File: src/rtl/cnms_pkg.sv
// Shared types, constants and calendar helpers for the cron next-match search.
package cnms_pkg;

   localparam int YEAR_W     = 14;
   localparam int MONTH_W    = 4;
   localparam int DAY_W      = 5;
   localparam int HOUR_W     = 5;
   localparam int MIN_W      = 6;
   localparam int WD_W       = 3;
   localparam int STATUS_W   = 2;
   localparam int CSR_INDEX_W = 8;
   localparam int CSR_DATA_W = 64;
   localparam int FFS_W      = 64;
   localparam int FFS_IDX_W  = 6;

   localparam int SEARCH_DAYS_DEF = 366 * 9;

   localparam logic [YEAR_W-1:0] YEAR_MAX = 14'd9999;

   // result status codes
   localparam logic [STATUS_W-1:0] ST_FOUND = 2'd0;
   localparam logic [STATUS_W-1:0] ST_NEVER = 2'd1;
   localparam logic [STATUS_W-1:0] ST_RANGE = 2'd2;

   // configuration register indexes
   localparam logic [CSR_INDEX_W-1:0] REG_MINUTE_MASK    = 8'd0;
   localparam logic [CSR_INDEX_W-1:0] REG_HOUR_MASK      = 8'd1;
   localparam logic [CSR_INDEX_W-1:0] REG_MONTH_DAY_MASK = 8'd2;
   localparam logic [CSR_INDEX_W-1:0] REG_MONTH_MASK     = 8'd3;
   localparam logic [CSR_INDEX_W-1:0] REG_WEEK_DAY_MASK  = 8'd4;
   localparam logic [CSR_INDEX_W-1:0] REG_MONTH_DAY_RSTR = 8'd5;
   localparam logic [CSR_INDEX_W-1:0] REG_WEEK_DAY_RSTR  = 8'd6;

   // reset values of the mask registers
   localparam logic [59:0] MINUTE_MASK_RST    = 60'h0FFF_FFFF_FFFF_FFFF;
   localparam logic [23:0] HOUR_MASK_RST      = 24'hFF_FFFF;
   localparam logic [31:0] MONTH_DAY_MASK_RST = 32'hFFFF_FFFE;
   localparam logic [12:0] MONTH_MASK_RST     = 13'h1FFE;
   localparam logic [6:0]  WEEK_DAY_MASK_RST  = 7'h7F;

   // floor(y / 100) = (y * RECIP_100) >> 19, exact for y < 43690
   localparam logic [12:0] RECIP_100 = 13'd5243;
   // floor(s / 7) = (s * RECIP_7) >> 17, exact for s < 43690
   localparam logic [14:0] RECIP_7   = 15'd18725;

   // commands from the sequencer to the calendar unit
   typedef enum logic [2:0] {
      CAL_HOLD  = 3'd0,
      CAL_LOAD  = 3'd1,
      CAL_WDSUM = 3'd2,
      CAL_WDMOD = 3'd3,
      CAL_NEXT  = 3'd4
   } cal_cmd_type;

   typedef struct packed {
      logic [YEAR_W-1:0]  year;
      logic [MONTH_W-1:0] month;
      logic [DAY_W-1:0]   day;
      logic [WD_W-1:0]    wd;
   } cal_date_type;

   function automatic logic [7:0] div100(input logic [YEAR_W-1:0] y);
      logic [32:0] prod;
      begin
         prod = {19'd0, y} * {20'd0, RECIP_100};
         div100 = prod[26:19];
      end
   endfunction

   function automatic logic is_leap(input logic [YEAR_W-1:0] y);
      logic [7:0]  q;
      logic [14:0] q100;
      begin
         q = div100(y);
         q100 = {q, 6'd0} + {2'd0, q, 5'd0} + {5'd0, q, 2'd0};
         is_leap = (y[1:0] == 2'd0) &&
                   (({1'b0, y} != q100) || (q[1:0] == 2'd0));
      end
   endfunction

   function automatic logic [DAY_W-1:0] month_len(input logic [YEAR_W-1:0]  y,
                                                  input logic [MONTH_W-1:0] m);
      begin
         case (m)
            4'd2:                      month_len = is_leap(y) ? 5'd29 : 5'd28;
            4'd4, 4'd6, 4'd9, 4'd11:   month_len = 5'd30;
            default:                   month_len = 5'd31;
         endcase
      end
   endfunction

   // weekday offset of the first of month m (Jan/Feb counted in prior year)
   function automatic logic [WD_W-1:0] wd_offset(input logic [MONTH_W-1:0] m);
      begin
         case (m)
            4'd1:    wd_offset = 3'd0;
            4'd2:    wd_offset = 3'd3;
            4'd3:    wd_offset = 3'd2;
            4'd4:    wd_offset = 3'd5;
            4'd5:    wd_offset = 3'd0;
            4'd6:    wd_offset = 3'd3;
            4'd7:    wd_offset = 3'd5;
            4'd8:    wd_offset = 3'd1;
            4'd9:    wd_offset = 3'd4;
            4'd10:   wd_offset = 3'd6;
            4'd11:   wd_offset = 3'd2;
            4'd12:   wd_offset = 3'd4;
            default: wd_offset = 3'd0;
         endcase
      end
   endfunction

endpackage

File: src/rtl/cnms_ffs.sv
// Shared find-first-set unit with a lower bound, used for hour and minute.
module cnms_ffs (
   input  logic [cnms_pkg::FFS_W-1:0]     vec,
   input  logic [cnms_pkg::FFS_IDX_W-1:0] lower,
   output logic                           found,
   output logic [cnms_pkg::FFS_IDX_W-1:0] idx
);

   logic [cnms_pkg::FFS_W-1:0] masked;

   always_comb begin
      masked = vec & ({cnms_pkg::FFS_W{1'b1}} << lower);
      found  = |masked;
      idx    = '0;
      // scan high to low so the lowest set bit wins
      for (int i = cnms_pkg::FFS_W - 1; i >= 0; i--) begin
         if (masked[i]) begin
            idx = cnms_pkg::FFS_IDX_W'(i);
         end
      end
   end

endmodule

File: src/rtl/cnms_calendar.sv
// Calendar unit: holds the walked date, derives weekday, steps one day.
module cnms_calendar (
   input  logic                             clock,
   input  cnms_pkg::cal_cmd_type            cmd,
   input  logic [cnms_pkg::YEAR_W-1:0]      load_year,
   input  logic [cnms_pkg::MONTH_W-1:0]     load_month,
   input  logic [cnms_pkg::DAY_W-1:0]       load_day,
   output cnms_pkg::cal_date_type           date
);

   logic [cnms_pkg::YEAR_W-1:0]  year_ff,  year_in;
   logic [cnms_pkg::MONTH_W-1:0] month_ff, month_in;
   logic [cnms_pkg::DAY_W-1:0]   day_ff,   day_in;
   logic [cnms_pkg::WD_W-1:0]    wd_ff,    wd_in;
   logic [cnms_pkg::YEAR_W-1:0]  yadj_ff,  yadj_in;
   logic [7:0]                   q100_ff,  q100_in;
   logic [14:0]                  sum_ff,   sum_in;

   logic [cnms_pkg::YEAR_W-1:0]  yadj_load;
   logic [29:0]                  prod7;
   logic [12:0]                  q7;
   logic [15:0]                  q7x7;
   logic [14:0]                  rem7;

   always_comb begin
      yadj_load = (load_month < 4'd3) ? load_year - 14'd1 : load_year;
      prod7 = {15'd0, sum_ff} * {15'd0, cnms_pkg::RECIP_7};
      q7    = prod7[29:17];
      q7x7  = {q7, 3'd0} - {3'd0, q7};
      rem7  = sum_ff - q7x7[14:0];

      year_in  = year_ff;
      month_in = month_ff;
      day_in   = day_ff;
      wd_in    = wd_ff;
      yadj_in  = yadj_ff;
      q100_in  = q100_ff;
      sum_in   = sum_ff;

      case (cmd)
         cnms_pkg::CAL_LOAD: begin
            year_in  = load_year;
            month_in = load_month;
            day_in   = load_day;
            yadj_in  = yadj_load;
            q100_in  = cnms_pkg::div100(yadj_load);
         end
         cnms_pkg::CAL_WDSUM: begin
            // y + y/4 - y/100 + y/400 + offset + d
            sum_in = {1'b0, yadj_ff} + {3'd0, yadj_ff[13:2]} - {7'd0, q100_ff}
                   + {9'd0, q100_ff[7:2]} + {12'd0, cnms_pkg::wd_offset(month_ff)}
                   + {10'd0, day_ff};
         end
         cnms_pkg::CAL_WDMOD: begin
            wd_in = rem7[2:0];
         end
         cnms_pkg::CAL_NEXT: begin
            wd_in = (wd_ff == 3'd6) ? 3'd0 : wd_ff + 3'd1;
            if (day_ff < cnms_pkg::month_len(year_ff, month_ff)) begin
               day_in = day_ff + 5'd1;
            end else begin
               day_in = 5'd1;
               if (month_ff < 4'd12) begin
                  month_in = month_ff + 4'd1;
               end else begin
                  month_in = 4'd1;
                  year_in  = year_ff + 14'd1;
               end
            end
         end
         default: begin
         end
      endcase
   end

   always_ff @(posedge clock) begin
      year_ff  <= year_in;
      month_ff <= month_in;
      day_ff   <= day_in;
      wd_ff    <= wd_in;
      yadj_ff  <= yadj_in;
      q100_ff  <= q100_in;
      sum_ff   <= sum_in;
   end

   assign date = '{year: year_ff, month: month_ff, day: day_ff, wd: wd_ff};

endmodule

File: src/rtl/cron_next_match_search.sv
// Top level: cron next-match search with config registers and sequencer.
//
//   channel | ports                          | role
//   --------+--------------------------------+-----------------------------------
//   req     | req_valid/req_ready, req_start_* | reference minute in, one request
//   rsp     | rsp_valid/rsp_ready, rsp_*       | status and first matching minute
//   csr     | csr_valid/csr_ready, index, data | mask and flag register writes
//
// Flow: an invalid start time answers in the cycle after accept. Otherwise
//   setup runs first (weekday via two reciprocal multiplies, minute carry),
//   then the day walk: a day that fails the month/day masks is stepped in
//   S_DAY alone, and a day that passes runs the hour search, minute search
//   and a retry from the next hour. The worst case is a walk over the whole
//   day window through the shared find-first-set unit.
// Reset: synchronous; masks return to all valid positions set, flags clear.
// Stalls: req_ready is low from accept until the response is taken; the
//   response sits in an output register while rsp_ready is low. csr is
//   always ready.
module cron_next_match_search #(
   parameter int SEARCH_DAYS = cnms_pkg::SEARCH_DAYS_DEF
) (
   input  logic                                clock,
   input  logic                                reset,

   input  logic                                req_valid,
   output logic                                req_ready,
   input  logic [cnms_pkg::YEAR_W-1:0]         req_start_year,
   input  logic [cnms_pkg::MONTH_W-1:0]        req_start_month,
   input  logic [cnms_pkg::DAY_W-1:0]          req_start_day,
   input  logic [cnms_pkg::HOUR_W-1:0]         req_start_hour,
   input  logic [cnms_pkg::MIN_W-1:0]          req_start_min,

   output logic                                rsp_valid,
   input  logic                                rsp_ready,
   output logic [cnms_pkg::STATUS_W-1:0]       rsp_status,
   output logic [cnms_pkg::YEAR_W-1:0]         rsp_next_year,
   output logic [cnms_pkg::MONTH_W-1:0]        rsp_next_month,
   output logic [cnms_pkg::DAY_W-1:0]          rsp_next_day,
   output logic [cnms_pkg::HOUR_W-1:0]         rsp_next_hour,
   output logic [cnms_pkg::MIN_W-1:0]          rsp_next_min,

   input  logic                                csr_valid,
   output logic                                csr_ready,
   input  logic [cnms_pkg::CSR_INDEX_W-1:0]    csr_index,
   input  logic [cnms_pkg::CSR_DATA_W-1:0]     csr_wdata
);

   localparam int OFF_W = $clog2(SEARCH_DAYS + 1);

   typedef enum logic [7:0] {
      S_IDLE  = 8'b0000_0001,
      S_WDSUM = 8'b0000_0010,
      S_WDMOD = 8'b0000_0100,
      S_STEP  = 8'b0000_1000,
      S_DAY   = 8'b0001_0000,
      S_HOUR  = 8'b0010_0000,
      S_MIN   = 8'b0100_0000,
      S_RESP  = 8'b1000_0000
   } state_type;

   state_type state_ff, state_in;

   // configuration registers
   logic [59:0] minute_mask_ff,    minute_mask_in;
   logic [23:0] hour_mask_ff,      hour_mask_in;
   logic [31:0] month_day_mask_ff, month_day_mask_in;
   logic [12:0] month_mask_ff,     month_mask_in;
   logic [6:0]  week_day_mask_ff,  week_day_mask_in;
   logic        md_rstr_ff,        md_rstr_in;
   logic        wd_rstr_ff,        wd_rstr_in;

   // search state
   logic [cnms_pkg::HOUR_W-1:0] sh_ff,      sh_in;
   logic [cnms_pkg::MIN_W-1:0]  sm_ff,      sm_in;
   logic [cnms_pkg::HOUR_W-1:0] hour_lb_ff, hour_lb_in;
   logic [cnms_pkg::HOUR_W-1:0] cur_hour_ff, cur_hour_in;
   logic [OFF_W-1:0]            off_ff,     off_in;

   // response register
   logic                          rsp_valid_ff, rsp_valid_in;
   logic [cnms_pkg::STATUS_W-1:0] status_ff,    status_in;
   logic [cnms_pkg::YEAR_W-1:0]   ny_ff,        ny_in;
   logic [cnms_pkg::MONTH_W-1:0]  nmo_ff,       nmo_in;
   logic [cnms_pkg::DAY_W-1:0]    nd_ff,        nd_in;
   logic [cnms_pkg::HOUR_W-1:0]   nh_ff,        nh_in;
   logic [cnms_pkg::MIN_W-1:0]    nmi_ff,       nmi_in;

   cnms_pkg::cal_cmd_type  cal_cmd;
   cnms_pkg::cal_date_type cal_date;

   logic [cnms_pkg::FFS_W-1:0]     ffs_vec;
   logic [cnms_pkg::FFS_IDX_W-1:0] ffs_lower;
   logic                           ffs_found;
   logic [cnms_pkg::FFS_IDX_W-1:0] ffs_idx;

   logic        req_fire;
   logic        start_bad;
   logic [15:0] month_mask_x;
   logic [7:0]  week_day_mask_x;
   logic        dom_hit, dow_hit, day_hit, date_hit;
   logic        first_day;
   logic        last_day;
   logic [cnms_pkg::MIN_W-1:0] min_lb;

   cnms_calendar u_calendar (
      .clock      (clock),
      .cmd        (cal_cmd),
      .load_year  (req_start_year),
      .load_month (req_start_month),
      .load_day   (req_start_day),
      .date       (cal_date)
   );

   cnms_ffs u_ffs (
      .vec   (ffs_vec),
      .lower (ffs_lower),
      .found (ffs_found),
      .idx   (ffs_idx)
   );

   assign req_ready = (state_ff == S_IDLE);
   assign req_fire  = req_valid && req_ready;
   assign csr_ready = 1'b1;

   // range check of the reference time straight off the ports
   assign start_bad = (req_start_year == '0) || (req_start_year > cnms_pkg::YEAR_MAX)
                   || (req_start_month == '0) || (req_start_month > 4'd12)
                   || (req_start_day == '0)
                   || (req_start_day > cnms_pkg::month_len(req_start_year, req_start_month))
                   || (req_start_hour > 5'd23) || (req_start_min > 6'd59);

   // day match: either field when both are restricted, else both
   assign month_mask_x    = {3'd0, month_mask_ff};
   assign week_day_mask_x = {1'b0, week_day_mask_ff};
   assign dom_hit  = month_day_mask_ff[cal_date.day];
   assign dow_hit  = week_day_mask_x[cal_date.wd];
   assign day_hit  = (md_rstr_ff && wd_rstr_ff) ? (dom_hit || dow_hit) : (dom_hit && dow_hit);
   assign date_hit = month_mask_x[cal_date.month] && day_hit;

   assign first_day = (off_ff == '0);
   assign last_day  = (off_ff == OFF_W'(SEARCH_DAYS));
   // minute search starts past the reference only in the reference hour
   assign min_lb    = (first_day && (cur_hour_ff == sh_ff)) ? sm_ff : '0;

   // the shared unit serves the hour mask in S_HOUR and the minute mask otherwise
   always_comb begin
      if (state_ff == S_HOUR) begin
         ffs_vec   = {40'd0, hour_mask_ff};
         ffs_lower = {1'b0, hour_lb_ff};
      end else begin
         ffs_vec   = {4'd0, minute_mask_ff};
         ffs_lower = min_lb;
      end
   end

   // configuration writes
   always_comb begin
      minute_mask_in    = minute_mask_ff;
      hour_mask_in      = hour_mask_ff;
      month_day_mask_in = month_day_mask_ff;
      month_mask_in     = month_mask_ff;
      week_day_mask_in  = week_day_mask_ff;
      md_rstr_in        = md_rstr_ff;
      wd_rstr_in        = wd_rstr_ff;
      if (csr_valid && csr_ready) begin
         case (csr_index)
            cnms_pkg::REG_MINUTE_MASK:    minute_mask_in    = csr_wdata[59:0];
            cnms_pkg::REG_HOUR_MASK:      hour_mask_in      = csr_wdata[23:0];
            cnms_pkg::REG_MONTH_DAY_MASK: month_day_mask_in = csr_wdata[31:0];
            cnms_pkg::REG_MONTH_MASK:     month_mask_in     = csr_wdata[12:0];
            cnms_pkg::REG_WEEK_DAY_MASK:  week_day_mask_in  = csr_wdata[6:0];
            cnms_pkg::REG_MONTH_DAY_RSTR: md_rstr_in        = csr_wdata[0];
            cnms_pkg::REG_WEEK_DAY_RSTR:  wd_rstr_in        = csr_wdata[0];
            default: begin
            end
         endcase
      end
   end

   // sequencer
   always_comb begin
      state_in     = state_ff;
      cal_cmd      = cnms_pkg::CAL_HOLD;
      sh_in        = sh_ff;
      sm_in        = sm_ff;
      hour_lb_in   = hour_lb_ff;
      cur_hour_in  = cur_hour_ff;
      off_in       = off_ff;
      rsp_valid_in = rsp_valid_ff;
      status_in    = status_ff;
      ny_in        = ny_ff;
      nmo_in       = nmo_ff;
      nd_in        = nd_ff;
      nh_in        = nh_ff;
      nmi_in       = nmi_ff;

      case (state_ff)
         S_IDLE: begin
            if (req_fire) begin
               sh_in  = req_start_hour;
               sm_in  = req_start_min;
               ny_in  = '0;
               nmo_in = '0;
               nd_in  = '0;
               nh_in  = '0;
               nmi_in = '0;
               if (start_bad) begin
                  status_in    = cnms_pkg::ST_RANGE;
                  rsp_valid_in = 1'b1;
                  state_in     = S_RESP;
               end else begin
                  cal_cmd  = cnms_pkg::CAL_LOAD;
                  state_in = S_WDSUM;
               end
            end
         end
         S_WDSUM: begin
            cal_cmd  = cnms_pkg::CAL_WDSUM;
            state_in = S_WDMOD;
         end
         S_WDMOD: begin
            cal_cmd  = cnms_pkg::CAL_WDMOD;
            state_in = S_STEP;
         end
         S_STEP: begin
            // search begins at the minute after the reference
            off_in = '0;
            if (sm_ff == 6'd59) begin
               sm_in = '0;
               if (sh_ff == 5'd23) begin
                  sh_in   = '0;
                  cal_cmd = cnms_pkg::CAL_NEXT;
               end else begin
                  sh_in = sh_ff + 5'd1;
               end
            end else begin
               sm_in = sm_ff + 6'd1;
            end
            state_in = S_DAY;
         end
         S_DAY: begin
            if (cal_date.year > cnms_pkg::YEAR_MAX) begin
               status_in    = cnms_pkg::ST_RANGE;
               rsp_valid_in = 1'b1;
               state_in     = S_RESP;
            end else if (date_hit) begin
               hour_lb_in = first_day ? sh_ff : '0;
               state_in   = S_HOUR;
            end else if (last_day) begin
               status_in    = cnms_pkg::ST_NEVER;
               rsp_valid_in = 1'b1;
               state_in     = S_RESP;
            end else begin
               cal_cmd = cnms_pkg::CAL_NEXT;
               off_in  = off_ff + 1'b1;
            end
         end
         S_HOUR: begin
            if (ffs_found) begin
               cur_hour_in = ffs_idx[cnms_pkg::HOUR_W-1:0];
               state_in    = S_MIN;
            end else if (last_day) begin
               status_in    = cnms_pkg::ST_NEVER;
               rsp_valid_in = 1'b1;
               state_in     = S_RESP;
            end else begin
               cal_cmd  = cnms_pkg::CAL_NEXT;
               off_in   = off_ff + 1'b1;
               state_in = S_DAY;
            end
         end
         S_MIN: begin
            if (ffs_found) begin
               status_in    = cnms_pkg::ST_FOUND;
               ny_in        = cal_date.year;
               nmo_in       = cal_date.month;
               nd_in        = cal_date.day;
               nh_in        = cur_hour_ff;
               nmi_in       = ffs_idx;
               rsp_valid_in = 1'b1;
               state_in     = S_RESP;
            end else if ((min_lb != '0) && (cur_hour_ff != 5'd23)) begin
               // reference hour exhausted; later hours search from minute 0
               hour_lb_in = cur_hour_ff + 5'd1;
               state_in   = S_HOUR;
            end else if (last_day) begin
               status_in    = cnms_pkg::ST_NEVER;
               rsp_valid_in = 1'b1;
               state_in     = S_RESP;
            end else begin
               // an empty minute search from 0 fails every hour of the day, and after hour 23 none is left
               cal_cmd  = cnms_pkg::CAL_NEXT;
               off_in   = off_ff + 1'b1;
               state_in = S_DAY;
            end
         end
         S_RESP: begin
            if (rsp_ready) begin
               rsp_valid_in = 1'b0;
               state_in     = S_IDLE;
            end
         end
         default: begin
            state_in     = S_IDLE;
            rsp_valid_in = 1'b0;
         end
      endcase
   end

   always_ff @(posedge clock) begin
      if (reset) begin
         state_ff          <= S_IDLE;
         rsp_valid_ff      <= 1'b0;
         minute_mask_ff    <= cnms_pkg::MINUTE_MASK_RST;
         hour_mask_ff      <= cnms_pkg::HOUR_MASK_RST;
         month_day_mask_ff <= cnms_pkg::MONTH_DAY_MASK_RST;
         month_mask_ff     <= cnms_pkg::MONTH_MASK_RST;
         week_day_mask_ff  <= cnms_pkg::WEEK_DAY_MASK_RST;
         md_rstr_ff        <= 1'b0;
         wd_rstr_ff        <= 1'b0;
      end else begin
         state_ff          <= state_in;
         rsp_valid_ff      <= rsp_valid_in;
         minute_mask_ff    <= minute_mask_in;
         hour_mask_ff      <= hour_mask_in;
         month_day_mask_ff <= month_day_mask_in;
         month_mask_ff     <= month_mask_in;
         week_day_mask_ff  <= week_day_mask_in;
         md_rstr_ff        <= md_rstr_in;
         wd_rstr_ff        <= wd_rstr_in;
      end
   end

   always_ff @(posedge clock) begin
      sh_ff       <= sh_in;
      sm_ff       <= sm_in;
      hour_lb_ff  <= hour_lb_in;
      cur_hour_ff <= cur_hour_in;
      off_ff      <= off_in;
      status_ff   <= status_in;
      ny_ff       <= ny_in;
      nmo_ff      <= nmo_in;
      nd_ff       <= nd_in;
      nh_ff       <= nh_in;
      nmi_ff      <= nmi_in;
   end

   assign rsp_valid      = rsp_valid_ff;
   assign rsp_status     = status_ff;
   assign rsp_next_year  = ny_ff;
   assign rsp_next_month = nmo_ff;
   assign rsp_next_day   = nd_ff;
   assign rsp_next_hour  = nh_ff;
   assign rsp_next_min   = nmi_ff;

   // a pending response always blocks new requests
   assert property (@(posedge clock) disable iff (reset)
      rsp_valid |-> !req_ready)
      else $error("request accepted while a response is pending");

   // an accepted request is busy on the next cycle
   assert property (@(posedge clock) disable iff (reset)
      req_fire |=> !req_ready)
      else $error("sequencer did not leave idle after a request");

   // any miss reports an all-zero time
   assert property (@(posedge clock) disable iff (reset)
      (rsp_valid && (rsp_status != cnms_pkg::ST_FOUND)) |->
         ((rsp_next_year == '0) && (rsp_next_month == '0) && (rsp_next_day == '0)
          && (rsp_next_hour == '0) && (rsp_next_min == '0)))
      else $error("nonzero time in a miss response");

   // a found time has its hour within the hour mask
   assert property (@(posedge clock) disable iff (reset)
      (rsp_valid && (rsp_status == cnms_pkg::ST_FOUND)) |->
         ((rsp_next_hour < 5'd24) && hour_mask_ff[rsp_next_hour]))
      else $error("found hour not in hour mask");

endmodule

File: config.mk
export PLATFORM = sky130hd
export DESIGN_NAME = cron_next_match_search
export DESIGN_NICKNAME = d
export VERILOG_FILES = /design/src/rtl/cnms_pkg.sv /design/src/rtl/cnms_ffs.sv /design/src/rtl/cnms_calendar.sv /design/src/rtl/cron_next_match_search.sv
export SDC_FILE = /design/constraint.sdc
export NUM_CORES = 2
export LEC_CHECK = 0
export ABC_AREA = 1
export BUFFER_PORTS_ARGS = -buffer_cell sky130_fd_sc_hd__clkbuf_2
export CAP_MARGIN = 20
export CORE_ASPECT_RATIO = 1.25
export CORE_MARGIN = 3
export CORE_UTILIZATION = 60
export CTS_CLUSTER_DIAMETER = 40
export DETAILED_ROUTE_END_ITERATION = 8
export GPL_TIMING_DRIVEN = 0
export MAX_ROUTING_LAYER = met4
export PLACE_DENSITY = 0.88
export SETUP_SLACK_MARGIN = 0.05
export SYNTH_ARGS = -nofsm -noshare
export SYNTH_HDL_FRONTEND = slang
export SYNTH_SLANG_ARGS = --single-unit
File: constraint.sdc
create_clock -name clock -period 33.4 [get_ports clock]
set_input_delay 10.02 -clock clock [delete_from_list [all_inputs] [get_ports clock]]
set_output_delay 10.02 -clock clock [all_outputs]
set_load 0.01 [all_outputs]
==> summary.md <==
| Metric | Value |
|---|---|
| Die height | `252 um` |
| First-pass GRT wire length | `124000 um` |
| Initial DRC count | `1606` |
| Max_cap viols | `0` |
| Worst hold slack | `0.466 ns` |
| Avg Synthesized Cell Area | `around 8.7 um^2` |
| Pins over their slew limit | `0` |
| Max IR drop VDD | `around 0.11 mV` |
| CP max FO | `10` |
| Clock-pin slew on the worst setup and hold paths | `0.07 ns` |
| Buffers on Ports | `143` |
| Setup slack after layout | `11.75 ns` |
| WL met3 | `just over 5000 um` |
| H-Tree Depth | `1` |
| Tot Pwr | `2.33 mW` |
| Clk sinks | `282` |
| Antenna viol nets, final | `0` |
| Fill count | `3549` |
| Post-route insts no fill | `4186` |
| TritonCTS Buffers | `29` |
| Largest net degree at the start of global routing | `23` |
| Yosys top cell area share | `20.3%` |
| Die area | `just over 50000 um^2` |
| Total GRT Usage | `between 30 and 40%` |
| Drt pass-1 iters | `6` |
| Cell area after synthesis | `around 29000 um^2` |
| CTS tree | `yes` |
| Cells after synthesis | `3333` |
| Initial antenna violation count | `6` |
| Top Metal Used | `met4` |
| Crit path kind | `input port to flip-flop` |
| CP max stage delay | `between 0.7 and 0.8 ns` |
| Final core occ | `66.6%` |
| LEAKAGE | `approximately 17 nW` |
| Die width | `203 um` |
| Placed cell areas | `30700 um^2` |
| Yosys reg bits | `282` |
| WL per Instance | `18.3 um` |
| Hpwl dp | `~63000 um` |
| Setup TNS | `0 ns` |
| Most Frequent Cell on Critical Path | `inv_1` |
| Worst slew margin | `30.5%` |
| Max Clk Rate | `46.2 MHz` |
| Final Setup Violations | `0` |
| Layout cells sized above 1 | `8.16%` |
| Sequential element share of the synthesized area | `between 20% and 30%` |
| Gp weighted congestion | `0.996` |
| DRC | `0` |
| Vias per cell | `5.73` |
| Fraction of registers with async set/reset | `0%` |
| Synth Flop Type | `dfxtp_1` |
| Final period util | `64.8%` |
| Outcome | `complete, no violations` |
| Pwr Density | `73.7 nW/um^2` |
| P&R area growth vs syn | `9.05%` |
| Remaining global-route overflow | `0` |
| Post-CTS setup buffers | `0` |
| Cell area after layout | `31700 um^2` |
| Critical Path AT | `22.12 ns` |
| Core area | `47500 um^2` |
| Worst skew pair latency | `slightly below 0.6 ns` |
| Vias in the first global route | `between 20000 and 30000` |
| Initial Util | `61.1%` |
| Final WL | `76700 um` |
| Num ports | `150` |
| Min Clock Period, post-route | `between 20 and 25 ns` |
| Wl on met1 | `27600 um` |
| Unrepaired setup endpoints after global routing | `false` |
| Yosys cell types | `71` |
| CTS Hold Bufs | `0` |
| Setup crit end kind | `flip-flop` |
| Skew final | `0.0214 ns` |
| Site Rows | `89` |
| Worst-Margin Slew | `1.04 ns` |
| Routed vias | `23970` |
| Post-synth EDFFs | `132` |
| Yosys top cell by area | `ha_1` |
| Layout Nets | `4353` |
| # resized after CTS | `0` |
| CP max-delay cell | `nor4_1` |
| Synth area leaders | `ha_1, fa_1, edfxtp_1` |
| Final Hold Vio Count | `0` |
| Clk root buf | `clkbuf_16` |
| CTS Buffer Depth | `3` |
| Post-Place Cells | `4123` |
| Synth warnings | `0` |
| Met2 routed wirelength | `38400 um` |
| Worst EP required | `33.87 ns` |
| DP Worst Slack | `11.30 ns` |
| Hold WC Path Type | `flip-flop to flip-flop` |
| Syn_nets | `4166` |
| Startpoint type of the worst setup path | `input port` |
## state kept, by name, indices dropped and copies added (netlist names), 6 cells and up, named ones only
signal and cells:
u_calendar.yadj_ff 14, u_calendar.year_ff 14, u_calendar.q100_ff 8, month_day_mask_ff 32
u_calendar.sum_ff 15, minute_mask_ff 60, rsp_next_year 14, rsp_next_min 6
state_ff 8, sm_ff 6, off_ff 12, month_mask_ff 13
hour_mask_ff 24, week_day_mask_ff 7
## worst max-delay path: cells and delay by family
family	cells	cell delay, ns
fa+ha+maj	10	3.80
compound gates	21	3.73
simple gates	13	2.88
buf+inv	11	1.40
xor+xnor	1	0.30
## layout make-up
| cell class | count | area [um^2] | area share, % |
|---|---|---|---|
| multi-input combinational | 2263 | 19000 | 60.1 |
| antenna | 7 | 17.5 | 0.0553 |
| clock inverter | 19 | 179 | 0.565 |
| timing repair buffer | 156 | 846 | 2.67 |
| tap | 637 | 797 | 2.52 |
| sequential | 282 | 6970 | 22.0 |
| buffer | 80 | 399 | 1.26 |
| inverter | 708 | 2660 | 8.39 |
| clock buffer | 34 | 776 | 2.45 |
## cells in the final DEF (no fill, tap or decap), types with 33 or more instances in the layout
cell type	n
a21oi_1	107
clkbuf_1	70
clkbuf_2	145
dfxtp_1	150
edfxtp_1	132
fa_1	251
ha_1	471
inv_1	687
nand2_1	514
nand3_1	144
nand4_1	33
nor2_1	192
o211ai_1	127
o21ai_0	106
xor2_1	83
## where the power goes
group	switching [mW]	internal, mW	leakage (nW)
Combinational	0.931	0.649	13.7
Clock	0.144	0.184	0.480
Sequential	0.0174	0.408	2.47
Total	1.09	1.24	16.6
## cells in the mapped netlist, types with 8 or more instances
cell type	number
nand2_1	514
edfxtp_1	132
xnor2_1	30
nor3_1	23
a21oi_1	107
a22o_2	8
inv_2	17
clkbuf_8	8
o22ai_1	25
xor2_1	83
nor2_1	193
o21ai_0	106
nand3_1	144
a31oi_1	9
ha_1	471
nand2_2	8
o211ai_1	127
fa_1	251
a211oi_1	11
nand4_1	33
clkbuf_1	67
dfxtp_1	150
o21bai_1	11
nor4_1	14
inv_1	687
o21ai_1	9
## layer usage
metal	vias up	global-route usage [%]
met2	1067	54.2
met3	344	4.00
li1	11248	-
met5	-	-
met1	11311	33.4
met4	0	19.0
## final timing paths
kind / cells past startpoint / end / startpoint / slack [ns]
setup / recovery: 56 / flip-flop / req_start_year[4] / 11.75
hold / removal: 2 / minute_mask_ff[54]$_SDFFE_PP1P_ / minute_mask_ff[54]$_SDFFE_PP1P_ / 0.47
setup reg to reg: 53 / flip-flop / u_calendar.year_ff[2]$_DFFE_PP_ / 22.67
hold reg to reg: 2 / minute_mask_ff[54]$_SDFFE_PP1P_ / minute_mask_ff[54]$_SDFFE_PP1P_ / 0.47
## cells by family (layout without fill, tap and decap cells)
logic type	after synthesis	after routing	synth area share (%)
compound gates	461	461	10.2
xor+xnor	113	113	3.41
fa+ha+maj	722	722	37.6
buf+inv	788	997	10.5
flops	282	282	24.0
other cells	1	8	0.0129
simple gates	966	966	14.3
(Power assumes the default switching activity.)
